File: src/rtl/core/c2s_out_buf.sv
module c2s_out_buf #(
    parameter int DW = 49
) (
    input  logic          clk,
    input  logic          rst_n,
    input  logic          in_valid,
    input  logic [DW-1:0] in_data,
    output logic          pipe_en,
    output logic          out_valid,
    input  logic          out_ready,
    output logic [DW-1:0] out_data
);

    logic          out_valid_reg, out_valid_next;
    logic          skid_valid_reg, skid_valid_next;
    logic [DW-1:0] out_data_reg, out_data_next;
    logic [DW-1:0] skid_data_reg, skid_data_next;
    logic          pop, push;

    // the pipeline moves whenever the skid slot is free
    assign pipe_en = !skid_valid_reg;
    assign pop     = out_valid_reg && out_ready;
    assign push    = pipe_en && in_valid;

    // output register plus one skid slot
    always_comb
    begin
        out_valid_next  = out_valid_reg;
        skid_valid_next = skid_valid_reg;
        out_data_next   = out_data_reg;
        skid_data_next  = skid_data_reg;
        if (skid_valid_reg)
        begin
            if (pop)
            begin
                out_data_next   = skid_data_reg;
                skid_valid_next = 1'b0;
            end
        end
        else if (push)
        begin
            if (!out_valid_reg || pop)
            begin
                out_data_next  = in_data;
                out_valid_next = 1'b1;
            end
            else
            begin
                skid_data_next  = in_data;
                skid_valid_next = 1'b1;
            end
        end
        else if (pop)
        begin
            out_valid_next = 1'b0;
        end
    end

    // control
    always_ff @(posedge clk or negedge rst_n)
    begin
        if (!rst_n)
        begin
            out_valid_reg  <= 1'b0;
            skid_valid_reg <= 1'b0;
        end
        else
        begin
            out_valid_reg  <= out_valid_next;
            skid_valid_reg <= skid_valid_next;
        end
    end

    // payload
    always_ff @(posedge clk)
    begin
        out_data_reg  <= out_data_next;
        skid_data_reg <= skid_data_next;
    end

    assign out_valid = out_valid_reg;
    assign out_data  = out_data_reg;

endmodule

File: config.mk
export PLATFORM = sky130hd
export DESIGN_NAME = c2s_out_buf
export DESIGN_NICKNAME = d
export VERILOG_FILES = /design/src/rtl/core/c2s_out_buf.sv
export SDC_FILE = /design/constraint.sdc
export NUM_CORES = 1
export LEC_CHECK = 0
export BUFFER_PORTS_ARGS = -buffer_cell sky130_fd_sc_hd__buf_2
export CAP_MARGIN = 40
export CORE_MARGIN = 5
export CORE_UTILIZATION = 47
export DETAILED_ROUTE_END_ITERATION = 6
export PLACE_DENSITY = 0.77
export SYNTH_ARGS = -nofsm -noshare
export SYNTH_HDL_FRONTEND = slang
export SYNTH_SLANG_ARGS = --single-unit
File: constraint.sdc
create_clock -name clk -period 12 [get_ports clk]
set_clock_uncertainty 0.15 [all_clocks]
set_input_delay 1.2 -clock clk [delete_from_list [all_inputs] [get_ports clk]]
set_output_delay 1.2 -clock clk [all_outputs]
set_load 0.03 [all_outputs]
==> results.txt <==
----------------------------------------------------
[Floorplan]
  Count of boundary I/O pins ... 104
  Number of placement rows ... 33
  Die area ... 10,200 um2
  Area of the placeable core ... 8130 um2
  Horizontal extent of the die ... 101 um
  Effective utilization at floorplan ... 0.477
  Die boundary height ... 101 um

[Timing]
  Worst slew pin tran ... 0.626 ns
  Setup tns final ... 0 ns
  Peak clock frequency supported by timing ... 373 MHz
  Unrepaired setup endpoints after global routing ... no
  Hold Worst Slack ... 0.397 ns
  Fin. Hold Viols ... 0
  Final period util ... 0.223
  Slew headroom ... 0.582
  Min Tclk post-route ... 2.68 ns
  Max-slew violation count ... 0
  Final setup violating endpoints ... 0

[Route]
  Post-DR wirelength/cell ... 16.2 um
  Number of optimization iterations in the first detailed-route pass ... 4
  Number of design-rule violations left by the first detailed-router iteration ... 70
  Number of nets with antenna violations after routing ... 0
  Residual DRC ... 0
  Count of vias placed by the detailed router ... 1,834
  Total wire length after detailed routing ... 6260 um
  Detailed-route vias per instance ... 4.75

[Worst setup path]
  Maximum fanout along the worst path ... 26
  Endpoint of the most critical setup path ... pipe_en
  Worst-path cell chain ... inv_1 -> buf_2
  Critical-path cell with the highest stage delay ... sky130_fd_sc_hd__dfrtp_4
  Worst flop-to-flop path startpoint ... skid_valid_reg
  Delay of the slowest cell on the worst path ... 0.73 ns
  Worst EP arrival ... 1.33 ns
  Register-to-register setup slack ... 9.83 ns
  Critical Path Start Type ... register
  Worst Path Required ... 10.65 ns
  Cell count of the worst reg-to-reg path ... 3
  Worst setup startpoint ... skid_valid_reg
  Category of the worst setup path capture point ... output pin
  Category of the critical setup timing path ... reg -> out
  Terminus of the critical flop-to-flop path ... out_data[42]

[Synthesis]
  Count of state elements after synthesis ... 100
  Part of the Yosys area used for sequential elements ... 0.771
  Largest cells by area after synthesis ... sky130_fd_sc_hd__edfxtp_1 76%, sky130_fd_sc_hd__mux2_4 18%, sky130_fd_sc_hd__buf_12 2.1%
  Share of the synthesized area in the top cell type ... 0.758
  Post-synthesis cell count ... 165
  Netlist Area Pre-Place ... 3880 um2
  Post-Synthesis Mean Instance Area ... 23.5 um2
  Count of different cell masters after synthesis ... 15
  Total of warnings raised by yosys ... 0
  Net count of the mapped netlist ... 218
  Cell taking the most area after synthesis ... sky130_fd_sc_hd__edfxtp_1

[Global routing]
  Residual overflow from global routing ... 0
  Global-route total usage across every layer ... 0.124
  Pin count of the biggest net entering global routing ... 50
  Number of antenna violations at the first check in global routing ... 0
  Global-route wire length before repair ... 9360 um
  Vias in the first global route ... 1,876

[Clock tree]
  Buffer count from post-CTS setup fixing ... 0
  H-Tree Depth ... 3
  Maximum clock insertion buffer count ... 2
  CTS tree ... yes
  Total of hold buffers inserted after clock tree synthesis ... 0
  Clk pin slew, worst setup/hold paths ... 0.09 ns
  Sink count of the clock tree ... 100
  Clock insertion delay at the later pin of the skew report ... 0.34 ns
  Clock buffers created by TritonCTS ... 9
  Resized cells post-CTS ... 0
  Master cell of the clock root buffer ... sky130_fd_sc_hd__clkbuf_8

[Outcome]
  Outcome ... finished, final reports clean

[Pwr]
  Reg power frac ... 0.465
  Switching power of the nets ... 401 uW
  Leak ... 0.00187 uW
  Power Density ... 253 nW/um2
  Total internal power ... 786 uW
  Sw frac ... 0.338
  Peak ir drop on the vdd network ... 0.272 mV
  Part of the total power dissipated in combinational logic ... 0.346
  Part of the total power dissipated in the clock network ... 0.189

[Layout]
  Layout cells sized above 1 ... 0.612
  Relative area change from synthesis to final layout ... 21.1%
  Number of nets in the layout ... 329
  Ant diodes ... 0
  Fin util ... 0.577
  Fill cell instance count of the final layout ... 622

[Worst hold path]
  Hold Crit Depth ... 1
  Hold Crit Class ... reg -> reg

[Placed design]
  Routability congestion estimate ... 0.704
  Count of buffers from port buffering ... 103

[Flow run]
  Maxcap violations ... 0

----------------------------------------------------
cells in the final DEF, fill, tap and decap left out, types with 2 or more instances in the layout:
cell / instances
sky130_fd_sc_hd__clkinvlp_4: 2
sky130_fd_sc_hd__mux2_4: 47
sky130_fd_sc_hd__buf_4: 2
sky130_fd_sc_hd__mux2_2: 2
sky130_fd_sc_hd__edfxtp_1: 98
sky130_fd_sc_hd__buf_2: 103
sky130_fd_sc_hd__a21oi_1: 2
sky130_fd_sc_hd__bufinv_16: 2
sky130_fd_sc_hd__inv_1: 2
sky130_fd_sc_hd__clkbuf_8: 9
through the flow:
stage | power, uW | cells | worst slack [ns] | area [um2]
finish | 1190 | 386 | 9.32 | 4700
global route | 1240 | 386 | 9.21 | 4700
CTS | 1210 | 386 | 9.28 | 4700
detailed placement | 980 | 370 | 9.37 | 4480
global placement | 965 | 369 | 9.31 | 4460
floorplan | 899 | 165 | 6.69 | 3880
layer usage:
metal,track usage,vias to the layer above,routed length (um)
met5,0,-,0
met4,0.0560,0,93
met3,0.0367,8,476
met2,0.202,66,3040
met1,0.152,895,2650
li1,-,865,-
cell type report:
type	instances	area, um2	area share
inverter	2	7.51	0.00160
multi-input combinational	57	796	0.169
sequential	100	3000	0.638
tap	105	131	0.0280
clock buffer	10	128	0.0272
clock inverter	6	87.6	0.0186
timing repair buffer	106	551	0.117
cells by family (layout without fill, tap and decap cells):
logic type             Yosys count  after routing  synth area share
AO/OA/AOI/OAI                    4              4           0.00613
buffers and inverters            8            124            0.0293
flip-flops                     100            100             0.771
AND/OR/NAND/NOR                  4              4           0.00548
multiplexers                    49             49             0.188
synth_stat cells:
| cell type | number |
|---|---|
| sky130_fd_sc_hd__edfxtp_1 | 98 |
| sky130_fd_sc_hd__mux2_4 | 47 |
| sky130_fd_sc_hd__buf_12 | 4 |
| sky130_fd_sc_hd__a21oi_1 | 2 |
| sky130_fd_sc_hd__dfrtp_1 | 2 |
| sky130_fd_sc_hd__inv_1 | 2 |
| sky130_fd_sc_hd__mux2_2 | 2 |
| sky130_fd_sc_hd__a2bb2oi_1 | 1 |
| sky130_fd_sc_hd__buf_6 | 1 |
| sky130_fd_sc_hd__buf_8 | 1 |
| sky130_fd_sc_hd__nand2_1 | 1 |
| sky130_fd_sc_hd__nand2b_1 | 1 |
| sky130_fd_sc_hd__nor2b_1 | 1 |
| sky130_fd_sc_hd__nor3_1 | 1 |
| sky130_fd_sc_hd__o21ai_0 | 1 |
power by group through the flow:
stage	clock network (uW)	logic, uW	registers (uW)
after floorplan	0	217	682
after global placement	0	384	581
after detailed placement	0	418	561
after CTS	232	419	554
after global routing	246	432	562
final	225	411	552
how the worst min path moves through the flow:
stage,startpoint,endpoint,slack (ns)
2_1_floorplan,skid_data_reg[42],out_data[42],0.37
3_3_place_gp,out_valid,skid_valid_reg,0.35
3_5_place_dp,out_valid,skid_valid_reg,0.38
4_1_cts,out_valid,skid_valid_reg,0.40
5_1_grt,skid_data_reg[11],out_data[11],0.41
6_report,skid_data_reg[47],out_data[47],0.40
worst max-delay path, delay by kind of cell (launching register included):
kind / cells / cell delay [ns]
flip-flops: 1 / 0.73
buffers and inverters: 2 / 0.26
No activity file was read; power rests on OpenSTA's default activity.
