### src/rtl/core/c2s_pkg.sv
package c2s_pkg;

    // fixed-point formats
    localparam int GUARD_BITS   = 8;
    localparam int TABLE_LEN    = 24;
    localparam int TURN_BITS    = 32;
    localparam int POL_ACC_BITS = 34;
    localparam int KINV_BITS    = 21;
    localparam int KINV_FRAC    = 20;
    localparam int GAIN_SHIFT   = 50;
    localparam int OUT_BITS     = 16;
    localparam int MARGIN_BITS  = 4;

    localparam logic [TURN_BITS-1:0]    HALF_TURN    = 32'h8000_0000;
    localparam logic [POL_ACC_BITS-1:0] QUARTER_TURN = 34'h0_4000_0000;
    localparam logic [OUT_BITS-1:0]     HALF_CODE    = 16'h8000;
    localparam logic [OUT_BITS-1:0]     MAX_CODE     = 16'hFFFF;
    localparam int                      ROUND_HALF   = 32768;
    localparam int                      ANGLE_SHIFT  = 16;

    // atan(2^-i) as fractions of a full turn
    localparam logic [TURN_BITS-1:0] ATAN_TURNS [TABLE_LEN] = '{
        32'd536870912, 32'd316933406, 32'd167458907, 32'd85004756,
        32'd42667331,  32'd21354465,  32'd10679838,  32'd5340245,
        32'd2670163,   32'd1335087,   32'd667544,    32'd333772,
        32'd166886,    32'd83443,     32'd41722,     32'd20861,
        32'd10430,     32'd5215,      32'd2608,      32'd1304,
        32'd652,       32'd326,       32'd163,       32'd81
    };

    // per-point status carried alongside the datapath
    typedef struct packed {
        logic on_axis;
        logic z_neg;
        logic z_zero;
    } c2s_flags_t;

    // number of iterations actually run
    function automatic int step_count(input int steps);
        return (steps < TABLE_LEN) ? steps : TABLE_LEN;
    endfunction

    // square root of the cordic gain product, scaled by 2^30
    function automatic logic [63:0] gain_root(input int n);
        logic [63:0] p;
        logic [63:0] v;
        logic [63:0] res;
        logic [63:0] bval;
        p = 64'd1 << 60;
        for (int i = 0; i < TABLE_LEN; i++)
        begin
            if (i < n)
            begin
                p = p + (p >> (2 * i));
            end
        end
        v    = p;
        res  = 64'd0;
        bval = 64'd1 << 62;
        for (int j = 0; j < 32; j++)
        begin
            if (bval > v)
            begin
                bval = bval >> 2;
            end
        end
        for (int j = 0; j < 32; j++)
        begin
            if (bval != 64'd0)
            begin
                if (v >= res + bval)
                begin
                    v   = v - (res + bval);
                    res = (res >> 1) + bval;
                end
                else
                begin
                    res = res >> 1;
                end
                bval = bval >> 2;
            end
        end
        if (res == 64'd0)
        begin
            res = 64'd1;
        end
        return res;
    endfunction

endpackage

### src/rtl/core/c2s_gain.sv
module c2s_gain #(
    parameter int CB    = 16,
    parameter int W     = 28,
    parameter int STEPS = 16
) (
    input  logic                              clk,
    input  logic                              rst_n,
    input  logic                              en,
    input  logic                              in_valid,
    input  logic signed [W-1:0]               in_x,
    input  logic [c2s_pkg::TURN_BITS-1:0]     in_acc,
    input  logic [CB-1:0]                     in_z,
    input  c2s_pkg::c2s_flags_t               in_flags,
    output logic                              out_valid,
    output logic signed [W-1:0]               out_x,
    output logic signed [W-1:0]               out_y,
    output logic [c2s_pkg::POL_ACC_BITS-1:0]  out_acc,
    output logic [c2s_pkg::TURN_BITS-1:0]     out_az,
    output logic [CB-1:0]                     out_z,
    output c2s_pkg::c2s_flags_t               out_flags
);

    localparam int          KB        = c2s_pkg::KINV_BITS;
    localparam int          PW        = W + KB;
    localparam logic [63:0] KINV_FULL = (64'd1 << c2s_pkg::GAIN_SHIFT) /
                                        c2s_pkg::gain_root(c2s_pkg::step_count(STEPS));
    localparam logic [KB-1:0] KINV    = KINV_FULL[KB-1:0];

    logic                          valid_reg;
    logic signed [W-1:0]           x_reg, y_reg;
    logic signed [W-1:0]           y_next;
    logic [c2s_pkg::TURN_BITS-1:0] az_reg;
    logic [CB-1:0]                 z_reg;
    c2s_pkg::c2s_flags_t           flags_reg;
    logic [PW-1:0]                 prod;
    logic signed [W-1:0]           x_next;

    // in-plane length times inverse gain; second pass starts on (r_xy, -z)
    always_comb
    begin
        prod   = PW'(unsigned'(in_x)) * PW'(KINV);
        x_next = $signed(prod[c2s_pkg::KINV_FRAC +: W]);
        y_next = -(W'($signed(in_z)) <<< c2s_pkg::GUARD_BITS);
    end

    // valid bit
    always_ff @(posedge clk or negedge rst_n)
    begin
        if (!rst_n)
        begin
            valid_reg <= 1'b0;
        end
        else if (en)
        begin
            valid_reg <= in_valid;
        end
    end

    // payload
    always_ff @(posedge clk)
    begin
        if (en)
        begin
            x_reg     <= x_next;
            y_reg     <= y_next;
            az_reg    <= in_acc;
            z_reg     <= in_z;
            flags_reg <= in_flags;
        end
    end

    assign out_valid = valid_reg;
    assign out_x     = x_reg;
    assign out_y     = y_reg;
    assign out_acc   = c2s_pkg::QUARTER_TURN;
    assign out_az    = az_reg;
    assign out_z     = z_reg;
    assign out_flags = flags_reg;

endmodule

### config.mk
export PLATFORM = sky130hd
export DESIGN_NAME = c2s_gain
export DESIGN_NICKNAME = d
export VERILOG_FILES = /design/src/rtl/core/c2s_pkg.sv /design/src/rtl/core/c2s_gain.sv
export SDC_FILE = /design/constraint.sdc
export NUM_CORES = 1
export LEC_CHECK = 0
export BUFFER_PORTS_ARGS = -buffer_cell sky130_fd_sc_hd__buf_2
export CORE_MARGIN = 1.5
export CORE_UTILIZATION = 29
export CTS_CLUSTER_DIAMETER = 80
export CTS_CLUSTER_SIZE = 16
export DETAILED_ROUTE_END_ITERATION = 16
export HOLD_SLACK_MARGIN = 0.15
export PLACE_DENSITY = 0.58
export SYNTH_ARGS = -nofsm -noshare
export SYNTH_HDL_FRONTEND = slang
export SYNTH_SLANG_ARGS = --single-unit
export TNS_END_PERCENT = 50
### constraint.sdc
create_clock -name clk -period 0.8 [get_ports clk]
set_input_delay 0.04 -clock clk [delete_from_list [all_inputs] [get_ports clk]]
set_output_delay 0.04 -clock clk [all_outputs]
set_load 0.05 [all_outputs]
==> impl_metrics.tcl <==
set metrics [dict create \
    status "finished with violations" \
    violations "setup timing" \
    clock-sinks 99 \
    synth_cell_types 59 \
    die-area_mm2 0.0495 \
    cts_tree "yes" \
    synth-edff-count 98 \
    wl_met1_mm 16.5 \
    finalInstanceArea_mm2 0.0206 \
    drv_slew 0 \
    ios 225 \
    grt_pass1_wl_mm 61.4 \
    drtPass1Iterations 4 \
    rsz0062_at_grt "true" \
    finalWorstSetupSlack_ns -4.26 \
    clk_latency_ns 0.35 \
    grt_antenna_before_repair 0 \
    grt_pass1_vias 11900 \
    critPathCaptureType "flip-flop" \
    die_w_um 223 \
    layout-drive-gt1-share 0.375 \
    yosys_warnings 0 \
    worst-path-max-fanout 4 \
    via_count 10500 \
    mostFrequentLayoutCells "322 x inv_1, 307 x buf_4, 225 x fa_1" \
    final.setup_skew_ns 0 \
    multi_input_area_mm2 0.0104 \
    postSynthCellCount 1274 \
    track_usage 0.159 \
    dieHeight_um 223 \
    fin_crit_sh 6.32 \
    antenna_left 0 \
    max_cap_viol_count 0 \
    nets 2352 \
    worst_pin_slew_ns 0.721 \
    synth_top_cell_area_share 0.337 \
    netlist_area_mm2 0.0140 \
    n_antenna_cell 0 \
    period_needed_ns 5.06 \
    cts_buffer_depth 2 \
    cts_made_buffers 9 \
    portBuffers 182 \
    required_ns 0.91 \
    routed.top_layer "met4" \
    grt_max_degree 37 \
    yosysSeqAreaShare 0.212 \
    rows 80 \
    overflow 0 \
    nFillCells 4477 \
    routed-wl-met2_mm 20.3 \
    min-delay-path-class "in -> reg" \
    critPathLaunchType "input port" \
    place_area_mm2 0.0178 \
    drt_wl_total_mm 38.6 \
    remaining_drc_errors 0 \
    synth_top_area_cell "fa_1" \
    synth.area.top_cells "fa_1 34%, edfxtp_1 21%, ha_1 17%" \
    relSlewSlack 0.513 \
    worstPathArrival_ns 5.17 \
    clk_root_buffer_cell "clkbuf_16" \
    fmax_mhz 198 \
    synthArstFlopShare 0.0101 \
    area_growth_pct 47.5 \
    finalSetupViolCount 147 \
    final-hold-violation-count 0 \
    htree_levels 3 \
    mostFrequentLayoutCell "inv_1" \
    wl_per_cell_um 15.7 \
    met3_length_mm 1.20 \
    dp_hpwl_mm 32.6 \
    syn_avg_cell_area_um2 11.0 \
    core_region_area_mm2 0.0476 \
    path_clk_slew_ns 0.07 \
    path_class "in -> reg" \
    via_per_inst 4.28 \
    gp_congestion 0.903 \
    drt_iter0_markers 363 \
    initial_core_util 0.293 \
    ys.flop_type "edfxtp_1" \
    ys_ff_latch 99 \
    regArea_mm2 0.00297 \
]
final cells by class:
class / count / share of cell area
inverter: 358 / 0.0679
multi-input combinational: 807 / 0.503
clock buffer: 9 / 0.0109
timing repair buffer: 564 / 0.232
clock inverter: 7 / 0.00473
tap: 615 / 0.0373
sequential: 99 / 0.144
synth_stat cells (all sizes together) (5+ instances only):
library cell,count
inv,358
o21a,5
xor2,22
nor3,9
edfxtp,98
a31oi,6
fa,235
buf,43
o211ai,5
nor2,37
a21o,23
nor2b,10
o21bai,10
nand2,36
xnor2,45
nand4,10
a21oi,49
ha,195
clkbuf,7
o21ai,19
nand3,5
worst paths after layout:
path                                  startpoint  cells past startpoint                    end  slack [ns]
min in group asynchronous                  rst_n                      3  out_valid$_DFFE_PN0P_        0.53
max in group asynchronous                  rst_n                      3  out_valid$_DFFE_PN0P_        0.16
min reg2reg                out_valid$_DFFE_PN0P_                      1  out_valid$_DFFE_PN0P_        0.57
max                                     in_x[17]                     21    out_x[23]$_DFFE_PP_       -4.26
max reg2reg                out_valid$_DFFE_PN0P_                      1  out_valid$_DFFE_PN0P_        0.02
min                                      in_z[5]                      3     out_z[5]$_DFFE_PP_        0.06
stage by stage:
step           setup TNS (ns)  setup WS, ns  hold WS, ns   util  cells
6_report              -139.59         -4.26       0.0560  0.433   2459
3_3_place_gp          -140.77         -4.85       -0.185  0.375   2348
3_5_place_dp          -142.90         -4.90       -0.184  0.375   2348
4_1_cts               -140.67         -4.30       0.0825  0.423   2435
2_1_floorplan         -121.40         -4.28       -0.256      -   1314
5_1_grt               -149.81         -4.46       0.0396  0.433   2459
critical path: stages:
cell and delay, ns:
buf_6 0.09, clkinvlp_4 0.14, fa_1 0.55, fa_1 0.44, fa_1 0.53, inv_1 0.06
fa_1 0.46, fa_1 0.49, inv_1 0.05, fa_1 0.49, inv_2 0.05, ha_4 0.21
a21o_1 0.16, a21o_1 0.18, a21oi_4 0.17, o221ai_2 0.14, a221oi_2 0.26, a21bo_4 0.29
buf_12 0.14, a31oi_4 0.15, xnor2_2 0.09
what timing repair did:
action	4_1_cts	5_1_grt
pin swaps	64	63
endpoints found under the setup margin	142	148
setup buffers	21	25
endpoints found under the hold margin	80	21
resized for setup	351	77
hold buffers	54	5
sequential cells by signal, summed over array words and instances (netlist names):
register   cells
out_x         28
out_valid      1
out_flags      3
out_z         15
out_az        32
out_y         20
kinds of logic after synthesis:
family	Yosys count	synth area share
AO/OA/AOI/OAI	139	0.0674
adder cells (fa/ha/maj)	430	0.511
AND/OR/NAND/NOR	127	0.0440
multiplexers	2	0.00152
XOR/XNOR	67	0.0420
other	2	0.000537
flip-flops	99	0.212
buffers and inverters	408	0.121
layer usage:
| metal | vias to the layer above | GRT usage |
|---|---|---|
| met1 | 5257 | 0.199 |
| met4 | 0 | 0.0325 |
| met3 | 39 | 0.0216 |
| met2 | 181 | 0.291 |
| met5 | - | 0 |
| li1 | 5044 | - |
Power is left out: the tool's default activity adds up to more than one toggle a clock period on the data nets, which glitch-free logic cannot reach.
