$ cat src/rtl/core/c2s_pkg.sv
package c2s_pkg;

    // fixed-point formats
    localparam int GUARD_BITS   = 8;
    localparam int TABLE_LEN    = 24;
    localparam int TURN_BITS    = 32;
    localparam int POL_ACC_BITS = 34;
    localparam int KINV_BITS    = 21;
    localparam int KINV_FRAC    = 20;
    localparam int GAIN_SHIFT   = 50;
    localparam int OUT_BITS     = 16;
    localparam int MARGIN_BITS  = 4;

    localparam logic [TURN_BITS-1:0]    HALF_TURN    = 32'h8000_0000;
    localparam logic [POL_ACC_BITS-1:0] QUARTER_TURN = 34'h0_4000_0000;
    localparam logic [OUT_BITS-1:0]     HALF_CODE    = 16'h8000;
    localparam logic [OUT_BITS-1:0]     MAX_CODE     = 16'hFFFF;
    localparam int                      ROUND_HALF   = 32768;
    localparam int                      ANGLE_SHIFT  = 16;

    // atan(2^-i) as fractions of a full turn
    localparam logic [TURN_BITS-1:0] ATAN_TURNS [TABLE_LEN] = '{
        32'd536870912, 32'd316933406, 32'd167458907, 32'd85004756,
        32'd42667331,  32'd21354465,  32'd10679838,  32'd5340245,
        32'd2670163,   32'd1335087,   32'd667544,    32'd333772,
        32'd166886,    32'd83443,     32'd41722,     32'd20861,
        32'd10430,     32'd5215,      32'd2608,      32'd1304,
        32'd652,       32'd326,       32'd163,       32'd81
    };

    // per-point status carried alongside the datapath
    typedef struct packed {
        logic on_axis;
        logic z_neg;
        logic z_zero;
    } c2s_flags_t;

    // number of iterations actually run
    function automatic int step_count(input int steps);
        return (steps < TABLE_LEN) ? steps : TABLE_LEN;
    endfunction

    // square root of the cordic gain product, scaled by 2^30
    function automatic logic [63:0] gain_root(input int n);
        logic [63:0] p;
        logic [63:0] v;
        logic [63:0] res;
        logic [63:0] bval;
        p = 64'd1 << 60;
        for (int i = 0; i < TABLE_LEN; i++)
        begin
            if (i < n)
            begin
                p = p + (p >> (2 * i));
            end
        end
        v    = p;
        res  = 64'd0;
        bval = 64'd1 << 62;
        for (int j = 0; j < 32; j++)
        begin
            if (bval > v)
            begin
                bval = bval >> 2;
            end
        end
        for (int j = 0; j < 32; j++)
        begin
            if (bval != 64'd0)
            begin
                if (v >= res + bval)
                begin
                    v   = v - (res + bval);
                    res = (res >> 1) + bval;
                end
                else
                begin
                    res = res >> 1;
                end
                bval = bval >> 2;
            end
        end
        if (res == 64'd0)
        begin
            res = 64'd1;
        end
        return res;
    endfunction

endpackage

$ cat src/rtl/core/c2s_cordic_stage.sv
module c2s_cordic_stage #(
    parameter int W   = 28,
    parameter int AW  = 32,
    parameter int IDX = 0,
    parameter int SW  = 8
) (
    input  logic                clk,
    input  logic                rst_n,
    input  logic                en,
    input  logic                in_valid,
    input  logic signed [W-1:0] in_x,
    input  logic signed [W-1:0] in_y,
    input  logic [AW-1:0]       in_acc,
    input  logic [SW-1:0]       in_side,
    output logic                out_valid,
    output logic signed [W-1:0] out_x,
    output logic signed [W-1:0] out_y,
    output logic [AW-1:0]       out_acc,
    output logic [SW-1:0]       out_side
);

    localparam logic [AW-1:0] ATAN = AW'(c2s_pkg::ATAN_TURNS[IDX]);

    logic                valid_reg;
    logic signed [W-1:0] x_reg, x_next;
    logic signed [W-1:0] y_reg, y_next;
    logic [AW-1:0]       acc_reg, acc_next;
    logic [SW-1:0]       side_reg;
    logic signed [W-1:0] dx, dy;
    logic                y_pos;

    // one vectoring iteration: drive y toward zero
    always_comb
    begin
        dx    = in_y >>> IDX;
        dy    = in_x >>> IDX;
        y_pos = !in_y[W-1] && (in_y != '0);
        if (y_pos)
        begin
            x_next   = in_x + dx;
            y_next   = in_y - dy;
            acc_next = in_acc + ATAN;
        end
        else
        begin
            x_next   = in_x - dx;
            y_next   = in_y + dy;
            acc_next = in_acc - ATAN;
        end
    end

    // valid bit
    always_ff @(posedge clk or negedge rst_n)
    begin
        if (!rst_n)
        begin
            valid_reg <= 1'b0;
        end
        else if (en)
        begin
            valid_reg <= in_valid;
        end
    end

    // payload
    always_ff @(posedge clk)
    begin
        if (en)
        begin
            x_reg    <= x_next;
            y_reg    <= y_next;
            acc_reg  <= acc_next;
            side_reg <= in_side;
        end
    end

    assign out_valid = valid_reg;
    assign out_x     = x_reg;
    assign out_y     = y_reg;
    assign out_acc   = acc_reg;
    assign out_side  = side_reg;

endmodule

$ cat config.mk
export PLATFORM = sky130hd
export DESIGN_NAME = c2s_cordic_stage
export DESIGN_NICKNAME = d
export VERILOG_FILES = /design/src/rtl/core/c2s_pkg.sv /design/src/rtl/core/c2s_cordic_stage.sv
export SDC_FILE = /design/constraint.sdc
export NUM_CORES = 1
export LEC_CHECK = 0
export BUFFER_PORTS_ARGS = -buffer_cell sky130_fd_sc_hd__buf_2
export CAP_MARGIN = 20
export CELL_PAD_IN_SITES_DETAIL_PLACEMENT = 0
export CELL_PAD_IN_SITES_GLOBAL_PLACEMENT = 2
export CORE_ASPECT_RATIO = 2
export CORE_UTILIZATION = 34
export CTS_BUF_LIST = sky130_fd_sc_hd__clkbuf_4
export DETAILED_ROUTE_END_ITERATION = 12
export HOLD_SLACK_MARGIN = 0.15
export MAX_ROUTING_LAYER = met4
export PLACE_DENSITY_LB_ADDON = 0.1
export SYNTH_ARGS = -nofsm -noshare
export SYNTH_HDL_FRONTEND = slang
export SYNTH_SLANG_ARGS = --single-unit
$ cat constraint.sdc
create_clock -name clk -period 1 [get_ports clk]
set_clock_uncertainty 0.05 [all_clocks]
set_input_delay 0.15 -clock clk [delete_from_list [all_inputs] [get_ports clk]]
set_output_delay 0.15 -clock clk [all_outputs]
set_load 0.1 [all_outputs]
==> results.rst <==
.. list-table::
   :header-rows: 1

   * - Metric
     - Value
   * - Port Buf Inserts
     - 196
   * - Share of flip-flops with an asynchronous set or reset after synthesis
     - 1.042%
   * - Worst hold-check slack
     - -0.02548 ns
   * - Setup slack, reg-to-reg
     - 0.08 ns
   * - Final max-slew violation count
     - 0
   * - Overall die height
     - 214.6 um
   * - Final GP Congestion
     - 0.9378
   * - Hold buffers post-CTS
     - 44
   * - Number of flops mapped to enable cells by yosys
     - 95
   * - Outcome
     - finished, violations left
   * - Pin count of the biggest net entering global routing
     - 28
   * - Routed vias/inst
     - 5.025
   * - Clk_lat worst skew
     - 0.49 ns
   * - DRC violation count after routing
     - 0
   * - Area growth from synthesis to layout
     - 104.4%
   * - WL/cell
     - 19.66 um
   * - Via count
     - 8422
   * - Total detailed-routing wirelength
     - 32940 um
   * - Worst EP required
     - 1.22 ns
   * - Max Root-Sink Buffers
     - 2
   * - Final net count
     - 1588
   * - GRT met2 Usage
     - 57.56%
   * - Critical path capture point type
     - flop
   * - Tcrit/Tclk final
     - 221.2%
   * - Fraction of synthesized cell area taken by the top area cell type
     - 37.13%
   * - Rel. slew slack
     - 68.13%
   * - Average cell area after synthesis
     - 9.521 um^2
   * - Total instance count after detailed placement
     - 1547
   * - R2R Path Start
     - out_valid$_DFFE_PN0P_
   * - Number of storage elements in the synthesis netlist
     - 96
   * - Total number of placement rows
     - 77
   * - CTS H-tree depth
     - 3
   * - Antenna violations before repair
     - 1
   * - HP Start
     - in_acc[30]
   * - Fin. Hold Viols
     - 1
   * - Setup-failing EPs final
     - 153
   * - Highest clock frequency the design can meet
     - 0.4520 GHz
   * - CP startpoint kind
     - primary input
   * - Worst Tran Pin Value
     - 0.4731 ns
   * - Full die area
     - 23240 um^2
   * - Die extent in x
     - 108.3 um
   * - Number of cell instances on the worst register-to-register path
     - 1
   * - Met1 demand-to-capacity share in global routing
     - 24.67%
   * - Final standard cell count with taps included and fillers excluded
     - 1676
   * - Top-level I/O count
     - 197
   * - Worst min path class
     - in2reg
   * - Cell count after synthesis
     - 807
   * - Area of the core
     - 22160 um^2
   * - Critical path class
     - in2reg
   * - Cell area after synthesis
     - 7684 um^2
   * - Unrepaired setup endpoints after global routing
     - yes
   * - Synthesis Warnings
     - 0
   * - Starting DRC count in detailed routing
     - 219
   * - Highest ir drop seen on vdd
     - 1.045 mV
   * - Master of the slowest instance on the critical path
     - fa_2
   * - Crit path time final
     - 2.212 ns
   * - Count of nets left with antenna violations after detail routing
     - 0
   * - Sink of the worst hold path
     - out_acc[30]$_DFFE_PP_
   * - Library cells used by synthesis
     - 68
   * - Total global routing overflow
     - 0
   * - Largest area contributor in the netlist
     - edfxtp_1
   * - Number of detailed-route iterations in the first pass
     - 4
   * - Cells traversed along the worst timing path
     - buf_8 > buf_6 > ha_4 > inv_2 > fa_2 > o21bai_1 > a21oi_2 > o21bai_2 > and3_4 > nor4_4 > o31a_4 > o211a_1 > o22a_1 > xor2_1
   * - Largest fanout on the critical path
     - 3
   * - CTS tree
     - built
   * - CTS sink count
     - 96
   * - Leading cell types in the layout, fill and taps excluded
     - buf_4, buf_12, edfxtp_1
   * - Crit-path max cell delay
     - 0.36 ns
   * - Placed wire-length estimate
     - 25580 um
   * - Leading register cell type out of synthesis
     - edfxtp_1
   * - Overall track demand over capacity in global routing
     - 30.02%
   * - First-pass GRT wire length
     - 49480 um
   * - Leakage dissipation
     - 6.996 nW
   * - CTS clock-pin slew for the worst setup and hold paths
     - 0.15 ns
   * - Buffer and inverter count on the worst path
     - 3
   * - Global Route met3 Usage
     - 4.377%
   * - Net Count, Synth
     - 1000
   * - Worst reg2reg path endpoint
     - out_valid$_DFFE_PN0P_
   * - Busiest layer in global routing
     - met2
   * - Total clock buffers created by CTS
     - 9
   * - Top post-synthesis cells by area
     - edfxtp_1, ha_1, a21oi_1
   * - Arr. time, crit path
     - 2.43 ns
   * - Sequential fraction of the synthesis area
     - 37.45%
   * - PnR worst setup slack
     - -1.212 ns
   * - Share of layout cells above drive strength 1
     - 57.90%
   * - Initial core utilization
     - 34.68%
   * - Cell family with the largest share of critical-path delay
     - compound AO/OA/AOI/OAI gates
   * - Cells on Worst Hold Path
     - 2
   * - Power per unit of standard cell area
     - 1301 nW/um^2
   * - Via count of the first global-routing pass
     - 9026
   * - Failing checks
     - hold timing, setup timing
   * - Clock Root Buffer
     - clkbuf_4
   * - Most frequent standard cell in the layout excluding fill and tap cells
     - buf_4
   * - Max-cap violations
     - 0
[report_power, final]
group / total (mW) / leakage, nW / switching [mW] / internal, mW
clock network: 1.92 / 0.0565 / 1.41 / 0.509
logic: 12.9 / 6.00 / 7.40 / 5.53
registers: 5.59 / 0.941 / 0.443 / 5.15
[cells in the mapped netlist, types with 12 or more instances]
library cell   n
o21ai_1       12
ha_1          89
nor3_1        16
o21ai_0       39
nor2_1        69
buf_2         14
xor2_1        14
a21oi_1       86
nand3_1       12
xnor2_1       41
nand2_1       32
o21bai_1      16
inv_1         78
a21o_1        23
edfxtp_1      95
clkbuf_1      12
[layer usage]
layer | wire length (um) | vias up | share of wire (%)
li1 | - | 4051 | -
met5 | 0 | - | 0
met3 | 1128 | 118 | 3.4
met1 | 10140 | 3974 | 31
met4 | 2730 | 0 | 8.3
met2 | 18940 | 279 | 58
[flip-flops by register name (all words and copies together), names as in the netlist]
signal / flops
out_valid: 1
out_x: 27
out_side: 8
out_y: 28
out_acc: 32
[metrics by stage]
step	area (um^2)	setup WS [ns]	util, %	total power [mW]	setup TNS (ns)
floorplan	8060	-1.401	-	11.78	-62.86
finish	15700	-1.212	70.86	20.44	-84.49
CTS	15130	-1.152	68.27	20.07	-85.03
global placement	12920	-1.980	58.29	16.75	-94.70
detailed placement	12920	-1.951	58.29	16.81	-93.08
global route	15700	-1.268	70.86	21.23	-92.64
[layout make-up]
type                            count  area [um^2]
Clock buffer                        9        67.56
Timing Repair Buffer              613         6334
Clock inverter                      6        45.04
Antenna cell                        1        2.502
Tap cell                          276        345.3
Inverter                           81        346.6
Sequential cell                    96         2882
Fill cell                        1729         6456
Multi-Input combinational cell    594         5680
[logic make-up after synthesis]
logic type,Yosys count,share of synthesized area [%]
xor+xnor,55,6.269
compound gates,246,20.44
flops,96,37.45
simple gates,188,12.29
fa+ha+maj,93,15.53
buf+inv,117,6.432
mux,12,1.580
[how the worst max path moves through the flow]
stage / slack (ns) / depth (start not counted) / endpoint / start
after detailed placement: -1.95 / 13 / out_x[19]$_DFFE_PP_ / in_x[1]
after global routing: -1.27 / 14 / out_y[24]$_DFFE_PP_ / in_y[0]
final: -1.21 / 14 / out_y[24]$_DFFE_PP_ / in_y[0]
after global placement: -1.98 / 13 / out_x[19]$_DFFE_PP_ / in_x[1]
after floorplan: -1.40 / 12 / out_y[24]$_DFFE_PP_ / in_x[0]
after CTS: -1.15 / 14 / out_y[24]$_DFFE_PP_ / in_y[0]
[timing repair]
item | 4_1_cts | 5_1_grt
endpoints found under the setup margin | 153 | 153
buffers inserted | 48 | 27
cloned | 7 | 0
resized for setup | 280 | 84
pin swaps | 99 | 71
hold endpoints to repair | 146 | 5
Note: power is estimated with default switching activity, not from simulation.
