## config.mk

```make
export PLATFORM = sky130hd
export DESIGN_NAME = c2s_post
export DESIGN_NICKNAME = d
export VERILOG_FILES = /design/src/rtl/core/c2s_pkg.sv /design/src/rtl/core/c2s_post.sv
export SDC_FILE = /design/constraint.sdc
export NUM_CORES = 1
export LEC_CHECK = 0
export ABC_AREA = 1
export BUFFER_PORTS_ARGS = -buffer_cell sky130_fd_sc_hd__buf_2
export CORE_ASPECT_RATIO = 1.75
export CORE_MARGIN = 2
export CORE_UTILIZATION = 62
export CTS_BUF_LIST = sky130_fd_sc_hd__clkbuf_4 sky130_fd_sc_hd__clkbuf_8
export CTS_CLUSTER_DIAMETER = 200
export CTS_CLUSTER_SIZE = 16
export DETAILED_ROUTE_END_ITERATION = 8
export GPL_TIMING_DRIVEN = 0
export PLACE_DENSITY = 0.86
export SYNTH_ARGS = -nofsm -noshare
export SYNTH_HDL_FRONTEND = slang
export SYNTH_SLANG_ARGS = --single-unit
```

## constraint.sdc

```tcl
create_clock -name clk -period 2.5 [get_ports clk]
set_input_delay 0.5 -clock clk [delete_from_list [all_inputs] [get_ports clk]]
set_output_delay 0.5 -clock clk [all_outputs]
set_load 0.1 [all_outputs]
```

## src/rtl/core/c2s_pkg.sv

```systemverilog
package c2s_pkg;

    // fixed-point formats
    localparam int GUARD_BITS   = 8;
    localparam int TABLE_LEN    = 24;
    localparam int TURN_BITS    = 32;
    localparam int POL_ACC_BITS = 34;
    localparam int KINV_BITS    = 21;
    localparam int KINV_FRAC    = 20;
    localparam int GAIN_SHIFT   = 50;
    localparam int OUT_BITS     = 16;
    localparam int MARGIN_BITS  = 4;

    localparam logic [TURN_BITS-1:0]    HALF_TURN    = 32'h8000_0000;
    localparam logic [POL_ACC_BITS-1:0] QUARTER_TURN = 34'h0_4000_0000;
    localparam logic [OUT_BITS-1:0]     HALF_CODE    = 16'h8000;
    localparam logic [OUT_BITS-1:0]     MAX_CODE     = 16'hFFFF;
    localparam int                      ROUND_HALF   = 32768;
    localparam int                      ANGLE_SHIFT  = 16;

    // atan(2^-i) as fractions of a full turn
    localparam logic [TURN_BITS-1:0] ATAN_TURNS [TABLE_LEN] = '{
        32'd536870912, 32'd316933406, 32'd167458907, 32'd85004756,
        32'd42667331,  32'd21354465,  32'd10679838,  32'd5340245,
        32'd2670163,   32'd1335087,   32'd667544,    32'd333772,
        32'd166886,    32'd83443,     32'd41722,     32'd20861,
        32'd10430,     32'd5215,      32'd2608,      32'd1304,
        32'd652,       32'd326,       32'd163,       32'd81
    };

    // per-point status carried alongside the datapath
    typedef struct packed {
        logic on_axis;
        logic z_neg;
        logic z_zero;
    } c2s_flags_t;

    // number of iterations actually run
    function automatic int step_count(input int steps);
        return (steps < TABLE_LEN) ? steps : TABLE_LEN;
    endfunction

    // square root of the cordic gain product, scaled by 2^30
    function automatic logic [63:0] gain_root(input int n);
        logic [63:0] p;
        logic [63:0] v;
        logic [63:0] res;
        logic [63:0] bval;
        p = 64'd1 << 60;
        for (int i = 0; i < TABLE_LEN; i++)
        begin
            if (i < n)
            begin
                p = p + (p >> (2 * i));
            end
        end
        v    = p;
        res  = 64'd0;
        bval = 64'd1 << 62;
        for (int j = 0; j < 32; j++)
        begin
            if (bval > v)
            begin
                bval = bval >> 2;
            end
        end
        for (int j = 0; j < 32; j++)
        begin
            if (bval != 64'd0)
            begin
                if (v >= res + bval)
                begin
                    v   = v - (res + bval);
                    res = (res >> 1) + bval;
                end
                else
                begin
                    res = res >> 1;
                end
                bval = bval >> 2;
            end
        end
        if (res == 64'd0)
        begin
            res = 64'd1;
        end
        return res;
    endfunction

endpackage

```

## src/rtl/core/c2s_post.sv

```systemverilog
module c2s_post #(
    parameter int CB    = 16,
    parameter int W     = 28,
    parameter int STEPS = 16
) (
    input  logic                                    clk,
    input  logic                                    rst_n,
    input  logic                                    en,
    input  logic                                    in_valid,
    input  logic signed [W-1:0]                     in_x,
    input  logic signed [c2s_pkg::POL_ACC_BITS-1:0] in_pol,
    input  logic [c2s_pkg::TURN_BITS-1:0]           in_az,
    input  logic [CB-1:0]                           in_z,
    input  c2s_pkg::c2s_flags_t                     in_flags,
    output logic                                    out_valid,
    output logic [c2s_pkg::OUT_BITS-1:0]            radius,
    output logic [c2s_pkg::OUT_BITS-1:0]            polar_angle,
    output logic [c2s_pkg::OUT_BITS-1:0]            azimuth,
    output logic                                    zero_vector
);

    localparam int          KB        = c2s_pkg::KINV_BITS;
    localparam int          PW        = W + KB;
    localparam int          SH        = c2s_pkg::KINV_FRAC + c2s_pkg::GUARD_BITS;
    localparam int          RW        = PW - SH;
    localparam int          PA        = c2s_pkg::POL_ACC_BITS;
    localparam int          OB        = c2s_pkg::OUT_BITS;
    localparam logic [63:0] KINV_FULL = (64'd1 << c2s_pkg::GAIN_SHIFT) /
                                        c2s_pkg::gain_root(c2s_pkg::step_count(STEPS));
    localparam logic [KB-1:0] KINV    = KINV_FULL[KB-1:0];
    localparam logic signed [PA-1:0] POL_MAX = PA'(c2s_pkg::ROUND_HALF);

    // stage a: radius product and angle rounding
    logic                valid_a_reg;
    logic [PW-1:0]       prod_reg, prod_next;
    logic [OB-1:0]       pol_reg, pol_next;
    logic [OB-1:0]       az_reg, az_next;
    logic [CB-1:0]       z_reg;
    c2s_pkg::c2s_flags_t flags_reg;
    logic [W-1:0]        ux;
    logic signed [PA-1:0] pol_sum, pol_shift;
    logic [c2s_pkg::TURN_BITS-1:0] az_sum;

    always_comb
    begin
        ux        = in_x[W-1] ? '0 : unsigned'(in_x);
        prod_next = PW'(ux) * PW'(KINV);
        pol_sum   = in_pol + PA'(c2s_pkg::ROUND_HALF);
        pol_shift = pol_sum >>> c2s_pkg::ANGLE_SHIFT;
        if (pol_shift[PA-1])
        begin
            pol_next = '0;
        end
        else if (pol_shift > POL_MAX)
        begin
            pol_next = c2s_pkg::HALF_CODE;
        end
        else
        begin
            pol_next = pol_shift[OB-1:0];
        end
        az_sum  = in_az + c2s_pkg::TURN_BITS'(c2s_pkg::ROUND_HALF);
        az_next = az_sum[c2s_pkg::TURN_BITS-1 -: OB];
    end

    // stage b: saturation and on-axis selection
    logic          valid_b_reg;
    logic [OB-1:0] rad_b_reg, rad_b_next;
    logic [OB-1:0] pol_b_reg, pol_b_next;
    logic [OB-1:0] az_b_reg, az_b_next;
    logic          zero_b_reg, zero_b_next;
    logic [RW-1:0] rad_full;
    logic [63:0]   rad64;
    logic [CB:0]   zmag;
    logic [63:0]   zmag64;

    always_comb
    begin
        rad_full = prod_reg[PW-1:SH];
        rad64    = 64'(rad_full);
        zmag     = flags_reg.z_neg ? unsigned'(-{z_reg[CB-1], z_reg}) : {z_reg[CB-1], z_reg};
        zmag64   = 64'(zmag);
        if (flags_reg.on_axis)
        begin
            rad_b_next  = (zmag64 > 64'(c2s_pkg::MAX_CODE)) ? c2s_pkg::MAX_CODE : zmag64[OB-1:0];
            pol_b_next  = flags_reg.z_neg ? c2s_pkg::HALF_CODE : '0;
            az_b_next   = '0;
            zero_b_next = flags_reg.z_zero;
        end
        else
        begin
            rad_b_next  = (rad64 > 64'(c2s_pkg::MAX_CODE)) ? c2s_pkg::MAX_CODE : rad64[OB-1:0];
            pol_b_next  = pol_reg;
            az_b_next   = az_reg;
            zero_b_next = 1'b0;
        end
    end

    // valid bits
    always_ff @(posedge clk or negedge rst_n)
    begin
        if (!rst_n)
        begin
            valid_a_reg <= 1'b0;
            valid_b_reg <= 1'b0;
        end
        else if (en)
        begin
            valid_a_reg <= in_valid;
            valid_b_reg <= valid_a_reg;
        end
    end

    // payload
    always_ff @(posedge clk)
    begin
        if (en)
        begin
            prod_reg   <= prod_next;
            pol_reg    <= pol_next;
            az_reg     <= az_next;
            z_reg      <= in_z;
            flags_reg  <= in_flags;
            rad_b_reg  <= rad_b_next;
            pol_b_reg  <= pol_b_next;
            az_b_reg   <= az_b_next;
            zero_b_reg <= zero_b_next;
        end
    end

    assign out_valid   = valid_b_reg;
    assign radius      = rad_b_reg;
    assign polar_angle = pol_b_reg;
    assign azimuth     = az_b_reg;
    assign zero_vector = zero_b_reg;

endmodule

```

==> run metrics, run 1 <==
outcome finished with violations; failing checks negative setup slack; Seq. cell area 3620 sq um; register area share after synthesis 22.3%; RSZ-0062 raised after global routing true; share of post-route cells with drive strength above 1 29.8%; element type at the critical path start input port; period utilisation layout 232%; post-route DRC violation count 0; vias in the first global route 15.5k; first-pass GRT wire length 75200 um; DRT Pass-1 Iters 6; Hold Slack 233 ps; ys flop type edfxtp_1; fill count 1490; initial core utilization 62.7%; H-tree depth 4; syn nets 2430; synthesized area per cell 8.30 sq um; largest net degree at the start of global routing 75; layer with the highest usage met2; Post-synth EDFFs 119; number of synthesized register bits 121; Die H 218 um; CTS clock-pin slew for the worst setup and hold paths 80 ps; final net count 2724; met3 usage 5.72%; fmax 172 MHz; clk_skew 17.1 ps; min setup slack post-route -3300 ps; number of max-slew violations in the final report 0; crit end category register; final hold viol count 0; Hold Path Class in2reg; CTS sink count 121; # diodes 0; synthesized instance count 1955; max reg flops 19; chip width 126 um; post-synth top area cell fa_1; worst-margin pin slew 630 ps; Req. time, crit path 2690 ps; multi-input logic area 12100 sq um; PortBufs 136; Synth Cell Area 16200 sq um; commonest cells in the netlist inv_1, nand2_1, nor2_1; critical path class in2reg; Root Driver clkbuf_8; Syn. warnings 0; row count 78; Synth async-reset ratio 1.65%; maxcap violations 0; GR Layer Usage met1 32.5%; crit path DAT 6000 ps; DPL Wire Length 36900 um; Routed wire per std cell 21.1 um; clk_lat worst skew 450 ps; Core ar. 25900 sq um; IO Count 167; First DRT Iteration DRCs 1027; initial antenna violation count 0; clock tree buffer depth 2; count leader, synth inv_1; total grt overflow 0; Netlist cell types 39; area of the die 27500 sq um; dpl ws -4280 ps; Vias 14.7k; drt total wl 54500 um; area fraction of the dominant cell type after synthesis 25.2%; Setup violations, final 19; CTS Buf Count 17; crit-path max FO 5; global routing usage on met2 65.7%; CTS tree yes; area grow syn2layout 28.3%; GPL Wtd Cong 1.03; Final ANT Viol Nets 0; Period minus WS final 5800 ps; GRT Overall Usage 35.7%; routed vias/inst 5.69; synth top area cells fa_1, edfxtp_1, inv_1, ha_1, nand2_1; normalized max-slew margin 58.0%
worst max-delay path, cell delays in order:
cell and delay (ps):
buf_8 80, buf_12 130, clkinv_8 80, buf_16 160, buf_12 130, nand2_8 90
inv_8 50, nor2_2 150, nor2_4 70, buf_4 160, fa_1 570, fa_1 500
fa_2 640, fa_1 530, inv_1 50, fa_1 540, inv_2 70, ha_4 340
nand2_2 110, nor2_2 120, inv_2 80, nor2_2 130, nor2_2 50, nor2_2 220
nor3_2 80, and2_4 180, nand3_1 60, nand2_1 60
cells by family after synthesis:
group | synth area share, %
and+or+nand+nor | 16.4
buffers and inverters | 13.5
adders and majority gates | 37.1
AOI/OAI and AO/OA | 6.09
DFF | 22.3
xor gates and xnor gates | 4.64
cell type report:
type	count	area share, %
Multi-Input combinational cell	1256	58.4
Tap cell	320	1.92
Sequential cell	121	17.4
Clock inverter	12	0.644
Inverter	567	10.6
Timing Repair Buffer	275	9.30
Buffer	11	0.541
Clock buffer	18	1.16
timing repair:
item	CTS	global route
endpoints found under the setup margin	30	35
hold buffers	1	0
resized for setup	202	143
endpoints found under the hold margin	2	0
pin swaps	103	130
cloned	2	1
setup buffers	97	37
metrics by stage:
stage / instance area (sq um) / utilization [%] / TNS, ps / std cells
finish: 20800 / 80.4 / -60160 / 2580
global route: 20800 / 80.4 / -61340 / 2580
CTS: 19900 / 77.0 / -53740 / 2542
detailed placement: 17900 / 69.3 / -76410 / 2412
global placement: 17900 / 69.2 / -103920 / 2411
floorplan: 16800 / - / -54470 / 1955
cell usage in the layout, fill, tap and decap left out, types with 9 or more instances in the layout:
cell type | synthesis | routed
edfxtp_1 | 119 | 119
fa_2 | 0 | 10
nand2_4 | 0 | 13
buf_4 | 1 | 121
nand2_1 | 263 | 215
a21oi_2 | 0 | 25
inv_4 | 0 | 9
nand2_2 | 4 | 32
nor2_1 | 255 | 168
ha_1 | 154 | 126
ha_4 | 0 | 26
o21ai_1 | 3 | 9
xor2_2 | 0 | 17
nand4_1 | 18 | 18
fa_1 | 204 | 194
nor2_4 | 5 | 65
xnor2_1 | 16 | 16
a21oi_1 | 82 | 49
nor2_2 | 26 | 53
inv_1 | 564 | 504
buf_2 | 2 | 134
inv_2 | 3 | 43
buf_12 | 0 | 9
nand3_2 | 1 | 9
nand3_1 | 45 | 37
xor2_1 | 70 | 52
clkbuf_8 | 0 | 17
a21o_1 | 15 | 13
buf_6 | 2 | 9
o21ai_0 | 42 | 28
routing by layer:
| layer | part of all wire, % | vias up |
|---|---|---|
| met5 | 0 | - |
| met4 | 13 | 0 |
| met3 | 7.7 | 398 |
| met2 | 50 | 866 |
| met1 | 29 | 6949 |
| li1 | - | 6472 |
worst paths after layout:
check,start,end,slack [ps],depth (start not counted)
max,in_x[27],prod_reg[40],-3300,28
min,in_z[4],z_reg[4],230,1
max reg2reg,z_reg[0],radius[8],140,12
min reg2reg,pol_reg[0],polar_angle[0],530,2
max in group asynchronous,rst_n,out_valid,2030,2
min in group asynchronous,rst_n,valid_a_reg,370,2
Power of run 1 is not shown: default switching activity piles up to over one toggle a cycle in this logic, so the estimate is an artifact.
==> run 2: changes to the inputs <==
--- a/config.mk
+++ b/config.mk
@@ -10,12 +10,12 @@
 export CORE_ASPECT_RATIO = 1.75
 export CORE_MARGIN = 2
 export CORE_UTILIZATION = 62
-export CTS_BUF_LIST = sky130_fd_sc_hd__clkbuf_4 sky130_fd_sc_hd__clkbuf_8
 export CTS_CLUSTER_DIAMETER = 200
 export CTS_CLUSTER_SIZE = 16
 export DETAILED_ROUTE_END_ITERATION = 8
 export GPL_TIMING_DRIVEN = 0
 export PLACE_DENSITY = 0.86
+export SLEW_MARGIN = 40
 export SYNTH_ARGS = -nofsm -noshare
 export SYNTH_HDL_FRONTEND = slang
 export SYNTH_SLANG_ARGS = --single-unit
==> run 2 against run 1 <==
Against the previous run: the run still ends with negative setup slack left; register-to-register slack lost 40 ps; first-iteration DRC count grew 6.1%; worst hold slack gained 24 ps; critical path depth grew 2; die area is the same; non-clock buffer count grew 13; sequential share of layout area shrank 0.46 points; via count grew 1.2%; count of clock-buffer cells in the layout grew 2; wire length shrank 0.43%; worst setup slack gained 160 ps.
==> run metrics, run 2 (synthesis results as in run 1) <==
outcome finished with violations; failing checks negative setup slack; max reg flops 19 (unchanged); clk_lat worst skew 420 ps (-30 ps); H-tree depth 4 (unchanged); Worst path slowest cell fa_1; fmax 177 MHz (+2.8%); fill count 1330 (-11%); Period minus WS final 5640 ps (-157 ps); crit path DAT 5810 ps (-190 ps); area grow syn2layout 31.7%; Final ANT Viol Nets 0 (unchanged); PortBufs 136 (unchanged); # diodes 0 (unchanged); critical path class in2reg; Root Driver clkbuf_16; RSZ-0062 raised after global routing true; vias in the first global route 15.7k (+1.0%); GRT Overall Usage 37.4% (+1.7 points); DRT Pass-1 Iters 6 (unchanged); First DRT Iteration DRCs 1090 (+6.1%); largest net degree at the start of global routing 87 (+16%); final net count 2737 (+0.48%); Crit path max-delay family adder cells; min setup slack post-route -3140 ps (+157 ps); final hold viol count 0 (unchanged); share of post-route cells with drive strength above 1 32.2% (+2.4 points); commonest non-fill, non-tap cell in the layout inv_1; normalized max-slew margin 63.7% (+5.8 points); post-layout util 82.6% (+2.2 points); period utilisation layout 226% (-6.3 points); Setup violations, final 19 (unchanged); row count 78 (unchanged); chip width 126 um (unchanged); Req. time, crit path 2670 ps (-20 ps); first-pass GRT wire length 78600 um (+4.5%); CTS tree yes; Die H 218 um (unchanged); number of max-slew violations in the final report 0 (unchanged); Hold Path Class in2reg; routed vias/inst 5.73 (+0.65%); crit-path max cell delay 560 ps (-80 ps); worst-margin pin slew 538 ps (-92.1 ps); initial core utilization 62.7% (unchanged); clk_skew 11.4 ps (-5.62 ps); clock tree buffer depth 2 (unchanged); crit-path max FO 6 (+1); post-route DRC violation count 0 (unchanged); CTS clock-pin slew for the worst setup and hold paths 50 ps (-30 ps); DPL Wire Length 36800 um (-0.36%); drt total wl 54300 um (-0.43%); total grt overflow 0 (unchanged); most frequent cells in the layout inv_1, nand2_1, fa_1; Vias 14.9k (+1.2%); maxcap violations 0 (unchanged); area of the die 27500 sq um (unchanged); CP Buf/Inv Count 9 (-1); IO Count 167 (unchanged); element type at the critical path start input port; Core ar. 25900 sq um (unchanged); GPL Wtd Cong 1.03 (unchanged); CTS sink count 121 (unchanged); CTS Buf Count 17 (unchanged); initial antenna violation count 0 (unchanged); Routed wire per std cell 20.9 um (-0.97%); crit end category register; dpl ws -4270 ps (+7.03 ps)
[run 2: cell types whose count changed in the layout (fill, tap and decap cells not counted), moves of 7 or more]
cell / delta
inv_2: +24
nor2_1: -10
nor2_4: +10
clkbuf_16: +16
buf_4: +7
clkbuf_8: -17
inv_1: -23
[run 2: repair_timing]
| action | in CTS | in global routing |
|---|---|---|
| hold endpoints to repair | 2 | 0 |
| endpoints found under the setup margin | 32 | 34 |
| gates cloned | 3 | 0 |
| buffers inserted | 112 | 36 |
| hold buffers | 1 | 0 |
| pin swaps | 197 | 99 |
| resized for setup | 304 | 112 |
[run 2: final timing paths]
kind / startpoint / endpoint / slack (ps) / depth (start not counted)
hold / removal: in_z[15] / z_reg[15] / 260 / 1
setup reg to reg: z_reg[0] / radius[8] / 100 / 12
min in group asynchronous: rst_n / valid_a_reg / 420 / 2
setup / recovery: in_x[27] / prod_reg[40] / -3140 / 30
hold reg to reg: out_valid / out_valid / 520 / 2
max in group asynchronous: rst_n / out_valid / 1980 / 2
[run 2: per-layer routing]
metal	share of wire, %	global-route usage [%]
met1	30	35.7
met2	51	68.4
met3	6.4	4.96
met4	12	33.9
met5	0	0
[run 2: final cells by class]
cell class	count	area, sq um	share of cell area (%)
sequential	121	3620	17.0
multi-input combinational	1256	12300	57.8
clock inverter	11	178	0.832
inverter	567	2210	10.3
tap	320	400	1.87
buffer	11	105	0.492
timing repair buffer	288	2070	9.69
clock buffer	20	437	2.04
[run 2: per-stage QoR]
stage	hold WS [ps]	instances	cell area (sq um)	TNS (ps)
floorplan	204	1955	16800	-54470
global placement	284	2411	17900	-103920
detailed placement	287	2412	17900	-76470
CTS	243	2559	20600	-52860
global route	248	2594	21400	-59680
finish	257	2594	21400	-57330
Power of run 2 is left out for the same reason.
